===== src/rtl/slu_pkg.sv =====
// Shared types and constants of the shuffled Lehmer uniform generator.
// No dependencies; imported by every module of the block but slu_ram.
package slu_pkg;

	localparam int TABLE_SIZE  = 32;
	localparam int IDX_W       = $clog2(TABLE_SIZE);
	localparam int CNT_W       = $clog2(TABLE_SIZE + 1);
	localparam int WORD_W      = 31;
	localparam int MULTIPLIER  = 16807;
	localparam int MULT_W      = $clog2(MULTIPLIER + 1);
	localparam int PROD_W      = WORD_W + MULT_W;
	localparam int IN_TDATA_W  = 8;
	localparam int OUT_TDATA_W = 32;

	// modulus is the Mersenne prime 2^WORD_W - 1, reduced by folding
	localparam logic [WORD_W-1:0] MODULUS = {WORD_W{1'b1}};

	typedef struct packed {
		logic              load;
		logic              step;
		logic [WORD_W-1:0] seed;
	} lcg_ctl_t;

endpackage


===== src/rtl/slu_ram.sv =====
// Generic single-write, single-read synchronous RAM with registered read.
// No dependencies.
module slu_ram #(
	parameter int WIDTH = 8,
	parameter int DEPTH = 16
) (
	input  logic                     clk,
	input  logic                     we,
	input  logic [$clog2(DEPTH)-1:0] waddr,
	input  logic [WIDTH-1:0]         wdata,
	input  logic [$clog2(DEPTH)-1:0] raddr,
	output logic [WIDTH-1:0]         rdata
);

	logic [WIDTH-1:0] mem [DEPTH];

	always_ff @(posedge clk) begin
		if (we) begin
			mem[waddr] <= wdata;
		end
		rdata <= mem[raddr];
	end

endmodule


===== src/rtl/slu_lehmer.sv =====
// Lehmer core: x <- MULTIPLIER * x mod (2^31 - 1); the product is registered, then folded back into x.
// Depends on slu_pkg.
module slu_lehmer (
	input  logic                          clk,
	input  logic                          arst_n,
	input  slu_pkg::lcg_ctl_t             ctl,
	output logic [slu_pkg::WORD_W-1:0]    x
);
	import slu_pkg::*;

	logic [WORD_W-1:0] x_q;
	logic [PROD_W-1:0] prod_s1;
	logic              vld_s1;
	logic [WORD_W:0]   fold;
	logic [WORD_W-1:0] red;

	// fold high part onto low part; sum stays below twice the modulus
	always_comb begin
		fold = {1'b0, prod_s1[WORD_W-1:0]} + (WORD_W+1)'(prod_s1[PROD_W-1:WORD_W]);
		if (fold >= {1'b0, MODULUS}) begin
			red = WORD_W'(fold - {1'b0, MODULUS});
		end else begin
			red = fold[WORD_W-1:0];
		end
	end

	always_ff @(posedge clk or negedge arst_n) begin
		if (!arst_n) begin
			x_q    <= WORD_W'(1);
			vld_s1 <= 1'b0;
		end else begin
			vld_s1 <= ctl.step;
			if (ctl.load) begin
				x_q <= ctl.seed;
			end else if (vld_s1) begin
				x_q <= red;
			end
		end
	end

	always_ff @(posedge clk) begin
		prod_s1 <= PROD_W'(x_q) * PROD_W'(MULTIPLIER);
	end

	assign x = x_q;

endmodule


===== src/rtl/shuffled_lehmer_uniform_rng_top.sv =====
// Shuffled Lehmer uniform generator, top level.
// Depends on slu_pkg, slu_ram and slu_lehmer.
//
// Usage:
//   s_tvalid/s_tready/s_tdata: request channel; bit 0 set asks for a deviate,
//     a transaction with bit 0 clear is taken and dropped.
//   m_tvalid/m_tready/m_tdata: result channel, one 31-bit deviate per request.
//   cfg_valid/cfg_ready/cfg_data: seed write; write only while idle.
//   The first request after reset or a seed write primes the 32-entry table:
//     33 Lehmer steps, 32 to fill the table and one for the held value; the
//     draw of that request then runs as on a primed table.
//   Primed: a request passes ST_READ, which fills the pending slot, then
//     m_tvalid is set; a new request can be taken in ST_WRITE, a rate set by
//     the table read plus write-back and the multiply-and-fold loop of the core.
//   A finished result sits in a pending slot while m_tvalid is stalled;
//   s_tready is low during a draw or priming and while that slot cannot drain.
//   Reset: seed 1, table unprimed, no result pending.
module shuffled_lehmer_uniform_rng_top (
	input  logic                              clk,
	input  logic                              arst_n,
	input  logic                              s_tvalid,
	output logic                              s_tready,
	input  logic [slu_pkg::IN_TDATA_W-1:0]    s_tdata,   // [0] draw_request
	output logic                              m_tvalid,
	input  logic                              m_tready,
	output logic [slu_pkg::OUT_TDATA_W-1:0]   m_tdata,   // [30:0] uniform_deviate
	input  logic                              cfg_valid,
	output logic                              cfg_ready,
	input  logic [slu_pkg::WORD_W-1:0]        cfg_data   // seed_value
);
	import slu_pkg::*;

	localparam logic [2:0] ST_IDLE    = 3'd0;
	localparam logic [2:0] ST_ISSUE   = 3'd1;
	localparam logic [2:0] ST_READ    = 3'd2;
	localparam logic [2:0] ST_WRITE   = 3'd3;
	localparam logic [2:0] ST_P_WAIT  = 3'd4;
	localparam logic [2:0] ST_P_STORE = 3'd5;

	logic [2:0]        state_q;
	logic              primed_q;
	logic [CNT_W-1:0]  cnt_q;
	logic              pend_q;
	logic              m_tvalid_q;
	logic [WORD_W-1:0] m_data_q;
	logic [WORD_W-1:0] y_q;
	logic [IDX_W-1:0]  idx_q;
	logic              fwd_q;
	logic [WORD_W-1:0] fwd_data_q;

	logic              out_free;
	logic              acc;
	logic              req;
	logic              issue;
	logic              prime_go;
	logic              prime_done;
	logic              ram_we;
	logic [IDX_W-1:0]  ram_waddr;
	logic [IDX_W-1:0]  ram_raddr;
	logic [WORD_W-1:0] ram_rdata;
	logic [WORD_W-1:0] x;
	lcg_ctl_t          lcg_ctl;

	assign cfg_ready = 1'b1;
	assign out_free  = !m_tvalid_q || m_tready;
	assign s_tready  = (state_q == ST_IDLE || state_q == ST_WRITE) && (!pend_q || out_free);
	assign acc       = s_tvalid && s_tready;
	assign req       = acc && s_tdata[0];
	assign issue     = (req && primed_q) || (state_q == ST_ISSUE);
	assign prime_go  = req && !primed_q;
	assign prime_done = (cnt_q == CNT_W'(TABLE_SIZE));
	assign ram_raddr = y_q[IDX_W-1:0];
	assign ram_we    = (state_q == ST_WRITE) || (state_q == ST_P_STORE && !prime_done);
	assign ram_waddr = (state_q == ST_WRITE) ? idx_q : cnt_q[IDX_W-1:0];

	always_comb begin
		lcg_ctl.load = cfg_valid && cfg_ready;
		lcg_ctl.seed = cfg_data;
		lcg_ctl.step = issue || prime_go || (state_q == ST_P_STORE && !prime_done);
	end

	slu_ram #(
		.WIDTH(WORD_W),
		.DEPTH(TABLE_SIZE)
	) u_table (
		.clk  (clk),
		.we   (ram_we),
		.waddr(ram_waddr),
		.wdata(x),
		.raddr(ram_raddr),
		.rdata(ram_rdata)
	);

	slu_lehmer u_lehmer (
		.clk   (clk),
		.arst_n(arst_n),
		.ctl   (lcg_ctl),
		.x     (x)
	);

	always_ff @(posedge clk or negedge arst_n) begin
		if (!arst_n) begin
			state_q    <= ST_IDLE;
			primed_q   <= 1'b0;
			cnt_q      <= '0;
			pend_q     <= 1'b0;
			m_tvalid_q <= 1'b0;
			y_q        <= '0;
			fwd_q      <= 1'b0;
		end else begin
			if (pend_q && out_free) begin
				m_tvalid_q <= 1'b1;
				pend_q     <= 1'b0;
			end else if (m_tready) begin
				m_tvalid_q <= 1'b0;
			end
			if (issue) begin
				fwd_q <= (state_q == ST_WRITE) && (ram_raddr == idx_q);
			end
			case (state_q)
				ST_IDLE, ST_WRITE: begin
					if (prime_go) begin
						cnt_q   <= '0;
						state_q <= ST_P_WAIT;
					end else if (issue) begin
						state_q <= ST_READ;
					end else begin
						state_q <= ST_IDLE;
					end
				end
				ST_ISSUE: begin
					state_q <= ST_READ;
				end
				ST_READ: begin
					y_q     <= fwd_q ? fwd_data_q : ram_rdata;
					pend_q  <= 1'b1;
					state_q <= ST_WRITE;
				end
				ST_P_WAIT: begin
					state_q <= ST_P_STORE;
				end
				ST_P_STORE: begin
					if (prime_done) begin
						y_q      <= x;
						primed_q <= 1'b1;
						state_q  <= ST_ISSUE;
					end else begin
						cnt_q   <= cnt_q + CNT_W'(1);
						state_q <= ST_P_WAIT;
					end
				end
				default: begin
					state_q <= ST_IDLE;
				end
			endcase
			if (cfg_valid && cfg_ready) begin
				primed_q <= 1'b0;
			end
		end
	end

	always_ff @(posedge clk) begin
		if (issue) begin
			idx_q      <= ram_raddr;
			fwd_data_q <= x;
		end
		if (pend_q && out_free) begin
			m_data_q <= y_q;
		end
	end

	assign m_tvalid = m_tvalid_q;
	assign m_tdata  = OUT_TDATA_W'(m_data_q);

	// a new result never lands on an undrained one
	a_no_overwrite: assert property (@(posedge clk) disable iff (!arst_n)
		!(state_q == ST_READ && pend_q))
		else $error("result slot overwritten");

	// a table lookup is only issued once the table is primed
	a_issue_primed: assert property (@(posedge clk) disable iff (!arst_n)
		(state_q == ST_ISSUE) |-> primed_q)
		else $error("lookup before priming");

	// priming never runs past the table plus the held value
	a_prime_bound: assert property (@(posedge clk) disable iff (!arst_n)
		(state_q == ST_P_STORE || state_q == ST_P_WAIT) |-> (cnt_q <= CNT_W'(TABLE_SIZE)))
		else $error("priming count overrun");

	// the read stage always follows a lookup issue
	a_read_after_issue: assert property (@(posedge clk) disable iff (!arst_n)
		(state_q == ST_READ) |-> $past(issue))
		else $error("read stage without issue");

endmodule


===== config.mk =====
export PLATFORM = sky130hd
export DESIGN_NAME = shuffled_lehmer_uniform_rng_top
export DESIGN_NICKNAME = d
export VERILOG_FILES = /design/src/rtl/slu_pkg.sv /design/src/rtl/slu_ram.sv /design/src/rtl/slu_lehmer.sv /design/src/rtl/shuffled_lehmer_uniform_rng_top.sv
export SDC_FILE = /design/constraint.sdc
export NUM_CORES = 2
export LEC_CHECK = 0
export BUFFER_PORTS_ARGS = -buffer_cell sky130_fd_sc_hd__buf_2
export CORE_AREA = 3 3 294 296
export DETAILED_ROUTE_END_ITERATION = 10
export DIE_AREA = 0 0 297 299
export GPL_ROUTABILITY_DRIVEN = 0
export HOLD_SLACK_MARGIN = 0.1
export PLACE_DENSITY = 0.87
export SLEW_MARGIN = 20
export SYNTH_ARGS = -nofsm -noshare
export SYNTH_HDL_FRONTEND = slang
export SYNTH_SLANG_ARGS = --single-unit

===== constraint.sdc =====
create_clock -name clk -period 10.3 [get_ports clk]
set_input_delay 2.06 -clock clk [delete_from_list [all_inputs] [get_ports clk]]
set_output_delay 2.06 -clock clk [all_outputs]
set_load 0.1 [all_outputs]

=== Yosys cells after proc, flatten, opt, wreduce, memory -nomap -nowiden ===
Memories as Yosys holds them, arrays and structs flattened. A register that Yosys moved wholly into a read port is not among the register bits.
Index checks and enable logic that the tools add are counted.

* Register bits: 189
* Memory bits (writable): 992
* Input bits: 44
* Output and inout bits: 35
* Logic and storage cells: 83
* Memories kept: 1

{| class="wikitable"
|+ Memory list
! memory !! words !! bits a word !! rd ports !! clocked after memory_dff !! write ports !! line !! RTL
|-
| u_table.mem || 32 || 31 || 1 || 1 || 1 || slu_ram.sv:15 || <nowiki>logic [WIDTH-1:0] mem [DEPTH];</nowiki>
|}

* $add $sub $neg: 3
* Multiply operators: 1
* Magnitude comparators: 1
* Eq/ne operators: 10
* Muxes and demuxes: 23
* Reductions and logical operators: 31

{| class="wikitable"
|+ Operator list
! cell !! count
|-
| 31-bit two-way mux || 5
|-
| 31-bit case mux with 2 select lines || 1
|-
| 31-bit by 15-bit multiplier with 46-bit output (second input constant) || 1
|-
| 31-bit by 15-bit adder with 32-bit output || 1
|-
| 32-bit by 31-bit >= comparator with 1-bit output (second input constant) || 1
|-
| 31-bit subtractor (second input constant) || 1
|-
| 3-bit case mux with 5 select lines || 1
|-
| 2-bit nonzero test || 7
|-
| 6-bit two-way mux || 2
|-
| 6-bit case mux with 2 select lines || 1
|-
| 1-bit two-way mux || 9
|-
| 1-bit logical AND || 8
|-
| 1-bit logical OR || 7
|-
| 6-bit by 1-bit adder with 6-bit output (second input constant) || 1
|-
| 3-bit by 2-bit == test with 1-bit output (second input constant) || 2
|-
| 3-bit == test (second input constant) || 2
|-
| 6-bit == test (second input constant) || 1
|-
| 3-bit two-way mux || 2
|-
| 2-bit inequality test (second input constant) || 3
|-
| 5-bit == test || 1
|-
| 5-bit two-way mux || 1
|-
| 1-bit logical NOT || 4
|-
| 2-bit AND reduction || 2
|-
| 3-bit by 1-bit == test with 1-bit output (second input constant) || 1
|-
| 4 further kinds || 4
|}

=== Logic depth before layout (Yosys ltp) ===
* Depth after elaboration: 11
* Depth in mapped cells: 24
* Mapped depth without buffers: 24

=== By module ===
A second synthesis with hierarchy kept.

* Cell total of the unflattened synthesis: 3844
* Area, all modules: 55396.9 µm²

{| class="wikitable"
|+ Modules (own cells, without submodules)
! module !! instances !! cells each !! area an instance (µm²) !! seq. area each (µm²)
|-
| slu_ram || 1 || 2192 || 39163.8 || 30409.2
|-
| slu_lehmer || 1 || 1296 || 11673.7 || 1722.9
|-
| shuffled_lehmer_uniform_rng_top || 1 || 356 || 4559.4 || 3113.0
|}

=== Worst setup path after synthesis ===
OpenSTA, ideal clock, no wires.

* Kind: in2out
* Start point: input m_tready
* End point: output s_tready
* Arrival: 4614 ps
* Data required time: 8240 ps
* Path slack: 3626 ps
* Stages: 2
* Path buffers: 0
* Path through: inv_1 a311oi_1

* Cells in the longest elaborated chain, start to end: 3

{| class="wikitable"
|+ RTL lines
! item !! line !! RTL
|-
| start, declared || shuffled_lehmer_uniform_rng_top.sv:25 || <nowiki>input logic m_tready,</nowiki>
|-
| 1-bit logical OR || shuffled_lehmer_uniform_rng_top.sv:65 || <nowiki>assign out_free = !m_tvalid_q || m_tready;</nowiki>
|-
| 1-bit logical OR || shuffled_lehmer_uniform_rng_top.sv:66 || <nowiki>assign s_tready = (state_q == ST_IDLE || state_q == ST_WRITE) && (!pend_q || out_free);</nowiki>
|-
| 1-bit logical AND || shuffled_lehmer_uniform_rng_top.sv:66 ||
|-
| end, declared || shuffled_lehmer_uniform_rng_top.sv:22 || <nowiki>output logic s_tready,</nowiki>
|}

No other way between the ends.

=== Worst setup path in the final report ===
* Start point: register u_lehmer.x_q[10] (netlist: u_lehmer.x[10])
* End point: register u_lehmer.prod_s1[43]

* Cells in the longest elaborated chain, start to end: 1

{| class="wikitable"
|+ RTL lines
! item !! line !! RTL
|-
| start, declared || slu_lehmer.sv:11 || <nowiki>logic [WORD_W-1:0] x_q;</nowiki>
|-
| start signal, assigned || slu_lehmer.sv:34 || <nowiki>x_q <= ctl.seed;</nowiki>
|-
| start signal, assigned || slu_lehmer.sv:36 || <nowiki>x_q <= red;</nowiki>
|-
| 31-bit by 15-bit multiplier with 46-bit output || slu_lehmer.sv:42 || <nowiki>prod_s1 <= PROD_W'(x_q) * PROD_W'(MULTIPLIER);</nowiki>
|-
| end signal, assigned || slu_lehmer.sv:42 ||
|-
| end, declared || slu_lehmer.sv:12 || <nowiki>logic [PROD_W-1:0] prod_s1;</nowiki>
|}

No other way between the ends.
A chain may end at the register's enable or synchronous reset.

==> results.txt <==
status: finished clean
Setup Fix Bufs, Post-CTS: 0
commonest cells in the synthesized netlist: edfxtp_1, mux4_2, inv_1
DR WL/cell: 32.9 um
core footprint: 0.0838 mm^2
clk_lat worst skew: 720 ps
overall die height: 299 um
Post-Syn Area: 0.0545 mm^2
Filler cells: 4601
actual slew at the worst max-slew pin: 1060 ps
worst hold path type: reg2reg
Slew Limit Fails: 0
number of max-cap violations: 0
Yosys reg bits: 1212
Setup TNS: 0 ps
unique cell type count in the Yosys netlist: 85
Hold-fix buffers, CTS: 0
CTS Buf Count: 114
CTS tree: done
post-CTS sizing: 0
drc violations: 0
Rel. slew slack: 28.7%
clk sinks: 1212
layout cells sized above 1: 21.8%
die width: 297 um
H-Tree Depth: 3
Post-Route WL: 149000 um
crit path DAT: 8580 ps
CP max stage delay: 780 ps
most numerous cell in the Yosys netlist: edfxtp_1
First-pass DRT Iterations: 10
final setup vio count: 0
Crit Path Max Fanout: 39
first-pass GRT wire length: 220000 um
Critical Path Source Type: flop
Seq/Total Area, Yosys: 64.7%
top cells by area, synth: edfxtp_1, mux4_2, fa_1, ha_1, dfrtp_1
antenna violations before repair: 4
unrepaired setup endpoints after global routing: no
maximum buffer depth of the clock tree: 3
largest net degree at the start of global routing: 149
GRT Residual Overflow: 0
Area growth syn-to-layout: 11.2%
Worst-path clk slew: 60 ps
total die area: 0.0888 mm^2
DR vias/cell: 6.94
vias in the first global route: 33021
dpl hpwl: 81400 um
Synthesis Warnings: 0
DRT iter0 DRCs: 4340
f_max: 0.125 GHz
ys async rst share: 6.27%
slowest cell on the critical path: o41ai_1
vias post-DR: 31519
Crit. End Element: flop
Yosys top cell area share: 58.3%
final hold violations: 0
Worst Skew: 77.7 ps
Post-Syn Area per Cell: 17.2 um^2
row count: 106
Post-synth top flop: edfxtp_1
Ports: 79
Final min period: 7970 ps
Final #Nets: 3690
CP Data Required Time: 10910 ps
Synth Net Count: 3544
Initial Util: 65.0%
ratio of final minimum period to clock period: 77.4%
Root Driver: clkbuf_16
Post-synth EDFFs: 1059
Post-DRT Antenna Nets: 0
Yosys top cell by area: edfxtp_1
buffers added on ports: 69
gr usage total: 34.2%
Crit Path Class: reg2reg
most used cell, CP: inv_1
synthesized instance count: 3161
==> per-stage QoR <==
step                      worst slack, ps  utilization, %  instance area, um^2  hold slack [ps]  std cells
after detailed placement             2590            67.6                56700              434       4323
after global placement               2790            67.6                56700              431       4323
after CTS                            2580            72.3                60600              449       4541
after floorplan                      3630               -                54500              425       3161
final                                2330            72.3                60600              451       4544
after global routing                 2190            72.3                60600              455       4543
==> cell usage in the layout (no fill, tap or decap), types with 27 or more instances in the layout <==
master,count
a21oi_1,107
buf_2,68
buf_4,77
clkbuf_1,28
clkbuf_16,115
dfrtp_1,67
dfxtp_1,77
edfxtp_1,1059
fa_1,134
ha_1,205
inv_1,302
mux2_2,32
mux2i_1,37
mux4_2,310
nand2_1,102
nand3_1,31
nor2_1,110
nor2_4,32
nor3_1,27
o21ai_0,76
xnor2_1,47
xor2_1,28
==> state kept, by name (all words and copies together) (netlist names) <==
| name | flops |
|---|---|
| u_table.mem | 992 |
| u_lehmer.prod_s1 | 46 |
| fwd_data_q | 31 |
| m_data_q | 31 |
| u_lehmer.x | 31 |
| u_table.rdata | 31 |
| y_q | 31 |
| cnt_q | 6 |
| idx_q | 5 |
| state_q | 3 |
| fwd_q | 1 |
| m_tvalid | 1 |
| pend_q | 1 |
| primed_q | 1 |
| u_lehmer.vld_s1 | 1 |
==> metal layers <==
| metal | vias up | track usage [%] | part of all wire [%] |
|---|---|---|---|
| met1 | 15939 | 41.5 | 32 |
| met4 | 2 | 19.5 | 6.7 |
| li1 | 12406 | - | - |
| met2 | 2519 | 58.0 | 50 |
| met5 | - | 0 | 0.0087 |
| met3 | 653 | 6.91 | 10 |
==> worst paths after layout <==
kind | end | cells past startpoint | slack [ps] | start
setup / recovery | u_lehmer.prod_s1[43]$_DFF_P_ | 25 | 2330 | u_lehmer.x[10]$_DFFE_PN0P_
hold / removal | m_data_q[19]$_DFFE_PP_ | 0 | 450 | y_q[19]$_DFFE_PN0P_
setup reg to reg | u_lehmer.prod_s1[43]$_DFF_P_ | 25 | 2330 | u_lehmer.x[10]$_DFFE_PN0P_
hold reg to reg | m_data_q[19]$_DFFE_PP_ | 0 | 450 | y_q[19]$_DFFE_PN0P_
max in group asynchronous | u_lehmer.x[23]$_DFFE_PN0P_ | 2 | 7710 | arst_n
min in group asynchronous | y_q[24]$_DFFE_PN0P_ | 1 | 1260 | arst_n
==> area by class of cell <==
cell class / instances / area (um^2) / area share (%)
Clock buffer: 157 / 3170 / 5.22
Multi-Input combinational cell: 1526 / 17900 / 29.6
Sequential cell: 1212 / 35300 / 58.2
Clock inverter: 61 / 693 / 1.14
Tap cell: 1134 / 1420 / 2.34
Inverter: 303 / 1140 / 1.88
Antenna cell: 1 / 2.50 / 0.00413
Timing Repair Buffer: 150 / 1020 / 1.69
==> worst max-delay path, delay by kind of cell, from the launching register on <==
kind	cells	cell delay, ps
adder cells (fa/ha/maj)	7	2900
AO/OA/AOI/OAI	5	2810
flip-flops	1	360
AND/OR/NAND/NOR	5	730
buffers and inverters	7	940
XOR/XNOR	1	170
==> cells by family (layout without fill, tap and decap cells) <==
family | after synthesis | count (layout) | synth area share [%]
flops | 1212 | 1212 | 64.7
mux | 380 | 380 | 14.2
fa+ha+maj | 339 | 339 | 9.63
compound gates | 324 | 324 | 3.79
xor+xnor | 75 | 75 | 1.21
buf+inv | 423 | 671 | 2.95
simple gates | 406 | 406 | 3.57
other cells | 2 | 3 | 0.0138
Power is not shown: default switching activity piles up to over one toggle a cycle in this logic, so the estimate is an artifact.
